[src/sv/u8d_pkg.sv]
// Package for the UTF-8 stream decoder.
// Holds the item opcodes, byte-range constants and the result descriptor type.
// No dependencies.
package u8d_pkg;

  // Input item kinds.
  typedef enum logic {
    OP_DATA  = 1'b0,
    OP_FLUSH = 1'b1
  } op_t;

  // Result status codes.
  localparam logic ST_VALID   = 1'b0;
  localparam logic ST_INVALID = 1'b1;

  localparam int CP_W  = 21;
  localparam int CNT_W = 3;

  // Byte classes.
  localparam logic [7:0] ASCII_MAX = 8'h7f;
  localparam logic [7:0] LEAD2_MIN = 8'hc2;
  localparam logic [7:0] LEAD2_MAX = 8'hdf;
  localparam logic [7:0] LEAD3_MIN = 8'he0;
  localparam logic [7:0] LEAD3_MAX = 8'hef;
  localparam logic [7:0] LEAD4_MIN = 8'hf0;
  localparam logic [7:0] LEAD4_MAX = 8'hf4;

  // Scalar value limits.
  localparam logic [CP_W-1:0] MIN_LEN2  = 21'h00080;
  localparam logic [CP_W-1:0] MIN_LEN3  = 21'h00800;
  localparam logic [CP_W-1:0] MIN_LEN4  = 21'h10000;
  localparam logic [CP_W-1:0] CP_MAX    = 21'h10ffff;
  localparam logic [CP_W-1:0] SURR_LO   = 21'h0d800;
  localparam logic [CP_W-1:0] SURR_HI   = 21'h0dfff;

  // Results caused by one item: inv_cnt invalid results, then an optional
  // complete code point.
  typedef struct packed {
    logic [2:0]       inv_cnt;
    logic             has_val;
    logic [CP_W-1:0]  cp;
    logic [CNT_W-1:0] cnt;
  } desc_t;

endpackage

[src/sv/u8d_decode.sv]
// Decoder core: sequence state registers and the per-item decode logic.
// Depends on u8d_pkg for the descriptor type and byte-range constants.
module u8d_decode (
  input  logic                clk,
  input  logic                rst_n,
  input  logic                item_op,
  input  logic [7:0]          item_byte,
  input  logic                commit,
  output u8d_pkg::desc_t      desc,
  output logic                has_result
);

  logic [u8d_pkg::CP_W-1:0] pv_r, pv_nxt;
  logic [2:0]               pe_r, pe_nxt;
  logic [1:0]               ph_r, ph_nxt;

  // Classification of the byte as a fresh lead.
  logic                     s_ascii;
  logic                     s_bad;
  logic [2:0]               s_len;
  logic [u8d_pkg::CP_W-1:0] s_val;

  logic                     pending;
  logic                     is_cont;
  logic [u8d_pkg::CP_W-1:0] cont_val;
  logic [1:0]               cont_held;
  logic                     complete;
  logic [u8d_pkg::CP_W-1:0] minimum;
  logic                     rejected;

  // Lead byte classification.
  always_comb begin
    s_ascii = 1'b0;
    s_bad   = 1'b0;
    s_len   = 3'd0;
    s_val   = '0;
    if (item_byte <= u8d_pkg::ASCII_MAX) begin
      s_ascii = 1'b1;
    end else if (item_byte >= u8d_pkg::LEAD2_MIN && item_byte <= u8d_pkg::LEAD2_MAX) begin
      s_len = 3'd2;
      s_val = {16'd0, item_byte[4:0]};
    end else if (item_byte >= u8d_pkg::LEAD3_MIN && item_byte <= u8d_pkg::LEAD3_MAX) begin
      s_len = 3'd3;
      s_val = {17'd0, item_byte[3:0]};
    end else if (item_byte >= u8d_pkg::LEAD4_MIN && item_byte <= u8d_pkg::LEAD4_MAX) begin
      s_len = 3'd4;
      s_val = {18'd0, item_byte[2:0]};
    end else begin
      s_bad = 1'b1;
    end
  end

  // Continuation byte path and range checks on a finished sequence.
  assign pending   = (pe_r != 3'd0);
  assign is_cont   = (item_byte[7:6] == 2'b10);
  assign cont_val  = {pv_r[u8d_pkg::CP_W-7:0], item_byte[5:0]};
  assign cont_held = ph_r + 2'd1;
  assign complete  = ({1'b0, cont_held} >= pe_r) || (cont_held == 2'd0);

  always_comb begin
    unique case (pe_r)
      3'd2:    minimum = u8d_pkg::MIN_LEN2;
      3'd3:    minimum = u8d_pkg::MIN_LEN3;
      default: minimum = u8d_pkg::MIN_LEN4;
    endcase
  end

  assign rejected = (cont_val < minimum) || (cont_val > u8d_pkg::CP_MAX) ||
                    (cont_val >= u8d_pkg::SURR_LO && cont_val <= u8d_pkg::SURR_HI);

  // Result descriptor and next sequence state.
  always_comb begin
    desc         = '0;
    desc.cnt     = 3'd1;
    pv_nxt       = pv_r;
    pe_nxt       = pe_r;
    ph_nxt       = ph_r;
    if (item_op == u8d_pkg::OP_FLUSH) begin
      desc.inv_cnt = pending ? {1'b0, ph_r} : 3'd0;
      pv_nxt = '0;
      pe_nxt = 3'd0;
      ph_nxt = 2'd0;
    end else if (pending && is_cont) begin
      if (complete) begin
        if (rejected) begin
          desc.inv_cnt = pe_r;
        end else begin
          desc.has_val = 1'b1;
          desc.cp      = cont_val;
          desc.cnt     = pe_r;
        end
        pv_nxt = '0;
        pe_nxt = 3'd0;
        ph_nxt = 2'd0;
      end else begin
        pv_nxt = cont_val;
        ph_nxt = cont_held;
      end
    end else begin
      // Fresh lead, possibly after flushing a broken sequence.
      desc.inv_cnt = (pending ? {1'b0, ph_r} : 3'd0) + {2'd0, s_bad};
      pv_nxt = '0;
      pe_nxt = 3'd0;
      ph_nxt = 2'd0;
      if (s_ascii) begin
        desc.has_val = 1'b1;
        desc.cp      = {13'd0, item_byte};
      end else if (!s_bad) begin
        pv_nxt = s_val;
        pe_nxt = s_len;
        ph_nxt = 2'd1;
      end
    end
  end

  assign has_result = (desc.inv_cnt != 3'd0) || desc.has_val;

  // State update on item commit.
  always_ff @(posedge clk) begin
    if (!rst_n) begin
      pv_r <= '0;
      pe_r <= 3'd0;
      ph_r <= 2'd0;
    end else if (commit) begin
      pv_r <= pv_nxt;
      pe_r <= pe_nxt;
      ph_r <= ph_nxt;
    end
  end

`ifndef NO_ASSERTIONS
  // With nothing pending the held count and gathered bits are clear.
  a_idle_clear: assert property (@(posedge clk) disable iff (!rst_n)
    (pe_r == 3'd0) |-> (ph_r == 2'd0 && pv_r == '0))
    else $error("idle decoder state not clear");

  // A pending sequence has a legal length and holds fewer bytes than it needs.
  a_pending_len: assert property (@(posedge clk) disable iff (!rst_n)
    pending |-> ((pe_r == 3'd2 || pe_r == 3'd3 || pe_r == 3'd4) &&
                 ph_r != 2'd0 && {1'b0, ph_r} < pe_r))
    else $error("pending sequence length out of range");

  // One item never causes more than four results.
  a_result_bound: assert property (@(posedge clk) disable iff (!rst_n)
    commit |-> (desc.inv_cnt + {2'd0, desc.has_val} <= 3'd4))
    else $error("too many results for one item");
`endif

endmodule

[src/sv/u8d_emit.sv]
// Result register: holds the descriptor of one item and hands out its results.
// Depends on u8d_pkg for the descriptor type and status codes.
module u8d_emit (
  input  logic                             clk,
  input  logic                             rst_n,
  input  logic                             load,
  input  u8d_pkg::desc_t                   desc,
  output logic                             ready,
  output logic                             out_tvalid,
  input  logic                             out_tready,
  output logic [23:0]                      out_tdata,  // code_point[20:0], byte_count[23:21]
  output logic                             out_tuser,  // status
  output logic                             out_tlast
);

  logic [2:0]                  inv_r, inv_nxt;
  logic                        hv_r, hv_nxt;
  logic [u8d_pkg::CP_W-1:0]    cp_r, cp_nxt;
  logic [u8d_pkg::CNT_W-1:0]   cnt_r, cnt_nxt;
  logic                        fire;

  // Invalid results go out first, then the complete code point if any.
  assign out_tvalid = (inv_r != 3'd0) || hv_r;
  assign out_tlast  = (inv_r == 3'd0) || (inv_r == 3'd1 && !hv_r);
  assign out_tuser  = (inv_r != 3'd0) ? u8d_pkg::ST_INVALID : u8d_pkg::ST_VALID;
  assign out_tdata  = (inv_r != 3'd0) ? {3'd1, 21'd0} : {cnt_r, cp_r};

  assign fire  = out_tvalid && out_tready;
  assign ready = !out_tvalid || (out_tready && out_tlast);

  // Count down through the pending results; a new item overwrites when done.
  always_comb begin
    inv_nxt = inv_r;
    hv_nxt  = hv_r;
    cp_nxt  = cp_r;
    cnt_nxt = cnt_r;
    if (fire) begin
      if (inv_r != 3'd0) begin
        inv_nxt = inv_r - 3'd1;
      end else begin
        hv_nxt = 1'b0;
      end
    end
    if (load) begin
      inv_nxt = desc.inv_cnt;
      hv_nxt  = desc.has_val;
      cp_nxt  = desc.cp;
      cnt_nxt = desc.cnt;
    end
  end

  always_ff @(posedge clk) begin
    if (!rst_n) begin
      inv_r <= 3'd0;
      hv_r  <= 1'b0;
    end else begin
      inv_r <= inv_nxt;
      hv_r  <= hv_nxt;
    end
  end

  always_ff @(posedge clk) begin
    cp_r  <= cp_nxt;
    cnt_r <= cnt_nxt;
  end

`ifndef NO_ASSERTIONS
  // A complete code point is a Unicode scalar value.
  a_scalar: assert property (@(posedge clk) disable iff (!rst_n)
    (out_tvalid && out_tuser == u8d_pkg::ST_VALID) |->
      (out_tdata[20:0] <= u8d_pkg::CP_MAX &&
       !(out_tdata[20:0] >= u8d_pkg::SURR_LO && out_tdata[20:0] <= u8d_pkg::SURR_HI)))
    else $error("complete result is not a scalar value");

  // A new item is loaded only when the previous one is fully handed out.
  a_no_overrun: assert property (@(posedge clk) disable iff (!rst_n)
    load |-> ready)
    else $error("result register overwritten early");

  // After a final result is taken without a new load, the register is empty.
  a_drain: assert property (@(posedge clk) disable iff (!rst_n)
    (fire && out_tlast && !load) |=> !out_tvalid)
    else $error("results left after final result");
`endif

endmodule

[src/sv/utf8_stream_decoder.sv]
// UTF-8 stream decoder: one byte item in, decoded code points or invalid marks out.
// Accepted items wait in the input register and are decoded against the sequence
// state; results load into the result register once it can take them. Throughput:
// one item per cycle while each item causes at most one result and out_tready is
// not held low; an item causing several results holds the result register until
// all are taken. Reset (rst_n low, synchronous) drops any pending sequence and
// empties the input and result registers. Depends on u8d_pkg, u8d_decode, u8d_emit.
module utf8_stream_decoder (
  input  logic        clk,
  input  logic        rst_n,
  input  logic        in_tvalid,
  output logic        in_tready,
  input  logic [7:0]  in_tdata,   // data_byte[7:0]
  input  logic        in_tuser,   // opcode
  output logic        out_tvalid,
  input  logic        out_tready,
  output logic [23:0] out_tdata,  // code_point[20:0], byte_count[23:21]
  output logic        out_tuser,  // status
  output logic        out_tlast
);

  logic           s1_valid_r, s1_valid_nxt;
  logic           s1_op_r, s1_op_nxt;
  logic [7:0]     s1_byte_r, s1_byte_nxt;
  logic           s1_go;
  logic           in_fire;

  u8d_pkg::desc_t desc;
  logic           has_result;
  logic           emit_ready;

  // The held item moves on when its results fit in the result register.
  assign s1_go     = s1_valid_r && (!has_result || emit_ready);
  assign in_tready = !s1_valid_r || s1_go;
  assign in_fire   = in_tvalid && in_tready;

  // Input register.
  always_comb begin
    s1_valid_nxt = s1_valid_r;
    s1_op_nxt    = s1_op_r;
    s1_byte_nxt  = s1_byte_r;
    if (in_fire) begin
      s1_valid_nxt = 1'b1;
      s1_op_nxt    = in_tuser;
      s1_byte_nxt  = in_tdata;
    end else if (s1_go) begin
      s1_valid_nxt = 1'b0;
    end
  end

  always_ff @(posedge clk) begin
    if (!rst_n) begin
      s1_valid_r <= 1'b0;
    end else begin
      s1_valid_r <= s1_valid_nxt;
    end
  end

  always_ff @(posedge clk) begin
    s1_op_r   <= s1_op_nxt;
    s1_byte_r <= s1_byte_nxt;
  end

  // Decode of the held item against the sequence state.
  u8d_decode u_decode (
    .clk        (clk),
    .rst_n      (rst_n),
    .item_op    (s1_op_r),
    .item_byte  (s1_byte_r),
    .commit     (s1_go),
    .desc       (desc),
    .has_result (has_result)
  );

  // Result register and output sequencing.
  u8d_emit u_emit (
    .clk        (clk),
    .rst_n      (rst_n),
    .load       (s1_go && has_result),
    .desc       (desc),
    .ready      (emit_ready),
    .out_tvalid (out_tvalid),
    .out_tready (out_tready),
    .out_tdata  (out_tdata),
    .out_tuser  (out_tuser),
    .out_tlast  (out_tlast)
  );

endmodule

[config.mk]
export PLATFORM = sky130hd
export DESIGN_NAME = utf8_stream_decoder
export DESIGN_NICKNAME = d
export VERILOG_FILES = /design/src/sv/u8d_pkg.sv /design/src/sv/u8d_decode.sv /design/src/sv/u8d_emit.sv /design/src/sv/utf8_stream_decoder.sv
export SDC_FILE = /design/constraint.sdc
export NUM_CORES = 1
export LEC_CHECK = 0
export BUFFER_PORTS_ARGS = -buffer_cell sky130_fd_sc_hd__buf_4
export CAP_MARGIN = 40
export CORE_MARGIN = 4
export CORE_UTILIZATION = 55
export CTS_CLUSTER_DIAMETER = 50
export DETAILED_ROUTE_END_ITERATION = 8
export GPL_TIMING_DRIVEN = 0
export PLACE_DENSITY = 0.77
export SYNTH_ARGS = -nofsm -noshare
export SYNTH_HDL_FRONTEND = slang
export SYNTH_HIERARCHICAL = 1
export SYNTH_SLANG_ARGS = --single-unit
export TNS_END_PERCENT = 30
[constraint.sdc]
create_clock -name clk -period 3.9 [get_ports clk]
set_input_delay 0.39 -clock clk [delete_from_list [all_inputs] [get_ports clk]]
set_output_delay 0.39 -clock clk [all_outputs]
set_load 0.01 [all_outputs]
==> summary.md <==
| Metric | Value |
|---|---|
| Outcome | `finished clean` |
| CTS Sinks | `58` |
| Hold-critical path depth | `1` |
| Layout cell share with drive strength beyond 1 | `0.210` |
| Post-Synthesis Cells | `278` |
| Worst IR Drop VDD | `0.342 mV` |
| Total negative slack | `0 ns` |
| Reg2reg end | `u_decode/pv_r[13]$_SDFFE_PN0P_` |
| Top cells by count, synth | `and2_1 (43), edfxtp_1 (33), dfxtp_1 (25)` |
| Drc violations | `0` |
| Syn avg cell area | `10.6 um^2` |
| Post-route setup slack | `0.463 ns` |
| Cell Count Post-Placement | `388` |
| Clk slew on worst S/H paths | `0.07 ns` |
| Startpoint types | `register` |
| Initial antenna violation count | `0` |
| Port Buffers | `40` |
| Max Slew Vio Count | `0` |
| Final hold viol count | `0` |
| Layout net count | `352` |
| Hold Crit Start | `in_tdata[5]` |
| Post-Syn Area | `2940 um^2` |
| Diode count | `0` |
| Initial DRC Count | `112` |
| Reg-to-Reg Start | `s1_byte_r[6]$_DFFE_PP_` |
| Core area | `5140 um^2` |
| Skew-Pair Late Insertion Delay | `0.33 ns` |
| PwrDens | `572 nW/um^2` |
| Inserted Clock Buffers | `9` |
| Async SR Flop Fraction | `0` |
| WP data required | `4.15 ns` |
| Critical path class | `register to register` |
| FILL cells | `415` |
| Post-synth EDFFs | `33` |
| Sequential fraction of the synthesis area | `0.508` |
| Max-Cap Viols | `0` |
| Tmin final | `3.44 ns` |
| Final period utilization | `0.881` |
| # rows | `26` |
| GRT Overall Usage | `0.202` |
| Top cells by area, synth | `edfxtp_1 (34%), dfxtp_1 (17%), and2_1 (9.2%)` |
| Count leader, synth | `and2_1` |
| Dominant cell type by area after synthesis | `edfxtp_1` |
| Die Wd | `81.1 um` |
| Dpl hpwl | `4.18 mm` |
| #FFs+latches synth | `58` |
| Clk buf depth | `2` |
| R2r worst-path depth | `17` |
| Non-Filler Instances | `404` |
| F_max | `291 MHz` |
| Power Total | `2.04 mW` |
| CTS H-tree lvls | `3` |
| Setup Slack @ Placement | `-0.0750 ns` |
| Worst setup EP type | `register` |
| DRT antenna net count | `0` |
| Yosys cell types | `47` |
| TritonCTS clock tree | `built` |
| Clock Skew | `0.00919 ns` |
| IO Pins | `41` |
| Wirelength, routed | `5.95 mm` |
| DIE AREA | `6570 um^2` |
| P&R area growth vs syn | `21.5%` |
| Vias in the first global route | `2084` |
| Most used DFF post-synth | `edfxtp_1` |
| Hold path endpoint | `s1_byte_r[5]$_DFFE_PP_` |
| GR Overflow Total | `0` |
| Largest net degree at the start of global routing | `29` |
| Hold buffers post-CTS | `0` |
| Static Leak | `1.42 nW` |
| DR pass1 iterations | `4` |
| Initial Util | `0.571` |
| Setup violators final | `0` |
| Via Count | `2231` |
| Max FO, Critical Path | `10` |
| Worst hold-check path type | `primary input to register` |
| First-pass GRT wire length | `9.79 mm` |
| Flop2flop setup slack | `0.46 ns` |
| Per-cell routed wire length | `14.7 um` |
| Max-slew headroom | `0.576` |
| RSZ-0062 raised after global routing | `no` |
| Routability Congestion | `0.886` |
| Least-Margin Pin Slew | `0.636 ns` |
| DR vias/cell | `5.52` |
| Die H | `81.1 um` |
| Arrival time at the worst endpoint | `3.69 ns` |
| Synth warn | `6` |
| Clock tree root buffer cell | `clkbuf_8` |
| Yosys top cell area share | `0.337` |
| Syn_nets | `301` |
-- state kept, by name (all words and copies together), names as in the netlist --
name,count
s1_valid_r,1
s1_op_r,1
u_emit/hv_r,1
u_emit/inv_r,3
u_emit/cp_r,21
u_decode/pv_r,15
s1_byte_r,8
u_emit/cnt_r,3
u_decode/ph_r,2
u_decode/pe_r,3
-- per-layer routing --
layer / global-route usage / vias to the layer above / routed length, um
li1: - / 1096 / -
met1: 0.252 / 1061 / 2530
met2: 0.333 / 67 / 2980
met3: 0.0532 / 7 / 348
met4: 0.0828 / 0 / 84
met5: 0 / - / 0
-- layout make-up --
class	count	area, um^2	share of cell area
plain buffers	9	57.6	0.0161
clock buffers	11	141	0.0396
clock inverters	5	77.6	0.0217
inverters	12	45.0	0.0126
multi-input cells	199	1370	0.383
flip-flops and latches	58	1490	0.418
well taps	70	87.6	0.0246
repair buffers	40	300	0.0842
-- worst max-delay path, stage by stage, from the launching register on --
cell	delay (ns)
edfxtp_1	0.46
nand2_1	0.14
a21oi_1	0.17
o21ai_0	0.16
and2_1	0.20
ha_1	0.20
ha_1	0.29
nor3_1	0.17
nor2_1	0.06
o22ai_1	0.12
nand2b_1	0.17
a21boi_4	0.26
nor2b_1	0.19
inv_1	0.08
nor3_2	0.18
buf_2	0.27
nand2_1	0.07
a21boi_0	0.17
-- per-stage QoR --
| step | instance area (um^2) | utilization | hold slack, ns |
|---|---|---|---|
| global placement | 3320 | 0.647 | 0.492 |
| detailed placement | 3320 | 0.647 | 0.501 |
| global route | 3570 | 0.694 | 0.206 |
| CTS | 3540 | 0.689 | 0.210 |
| finish | 3570 | 0.694 | 0.232 |
| floorplan | 2940 | - | 0.461 |
-- cells by family after synthesis --
logic type	Yosys count	synth area share
AO/OA/AOI/OAI	58	0.150
adder cells (fa/ha/maj)	10	0.0426
buffers and inverters	21	0.0345
flip-flops	58	0.508
multiplexers	2	0.00682
AND/OR/NAND/NOR	129	0.258
-- worst max-delay path by stage --
stage,end,slack [ns],depth (start not counted),start
after floorplan,u_decode/pv_r[10]$_SDFFE_PN0P_,0.69,17,s1_byte_r[1]$_DFFE_PP_
after global placement,u_decode/pv_r[14]$_SDFFE_PN0P_,-0.08,17,s1_byte_r[1]$_DFFE_PP_
after detailed placement,u_decode/pv_r[13]$_SDFFE_PN0P_,-0.08,17,s1_byte_r[6]$_DFFE_PP_
after CTS,u_decode/pv_r[7]$_SDFFE_PN0P_,0.09,17,s1_byte_r[6]$_DFFE_PP_
after global routing,u_decode/pv_r[13]$_SDFFE_PN0P_,0.03,17,s1_byte_r[6]$_DFFE_PP_
final,u_decode/pv_r[13]$_SDFFE_PN0P_,0.46,17,s1_byte_r[6]$_DFFE_PP_
-- where the power goes --
group          internal [mW]  switching [mW]  leakage (nW)
Sequential             0.702          0.0295         0.512
Clock                  0.375           0.226         0.111
Combinational          0.345           0.365         0.799
Total                   1.42           0.620          1.42
-- cells in the final DEF (no fill, tap or decap), types with 3 or more instances in the layout --
cell,netlist,routed
nor2b_1,11,11
a21oi_1,8,8
edfxtp_1,33,33
nand2_1,24,24
buf_6,3,3
nand2b_1,16,16
dfxtp_1,25,25
a32o_1,3,3
clkbuf_1,6,6
and2_1,43,43
nor2_1,7,7
inv_1,11,11
buf_4,0,40
a22o_1,5,5
o21a_1,8,8
nor3_1,6,5
a21boi_0,13,12
or3_1,3,3
nand3_1,3,3
ha_1,10,10
clkbuf_8,0,10
o21ai_0,6,6
-- what timing repair did --
item,in CTS,in global routing
endpoints found under the setup margin,10,15
gates resized for setup,1,7
buffers inserted,0,0
Power figures use the tool's default switching activity.
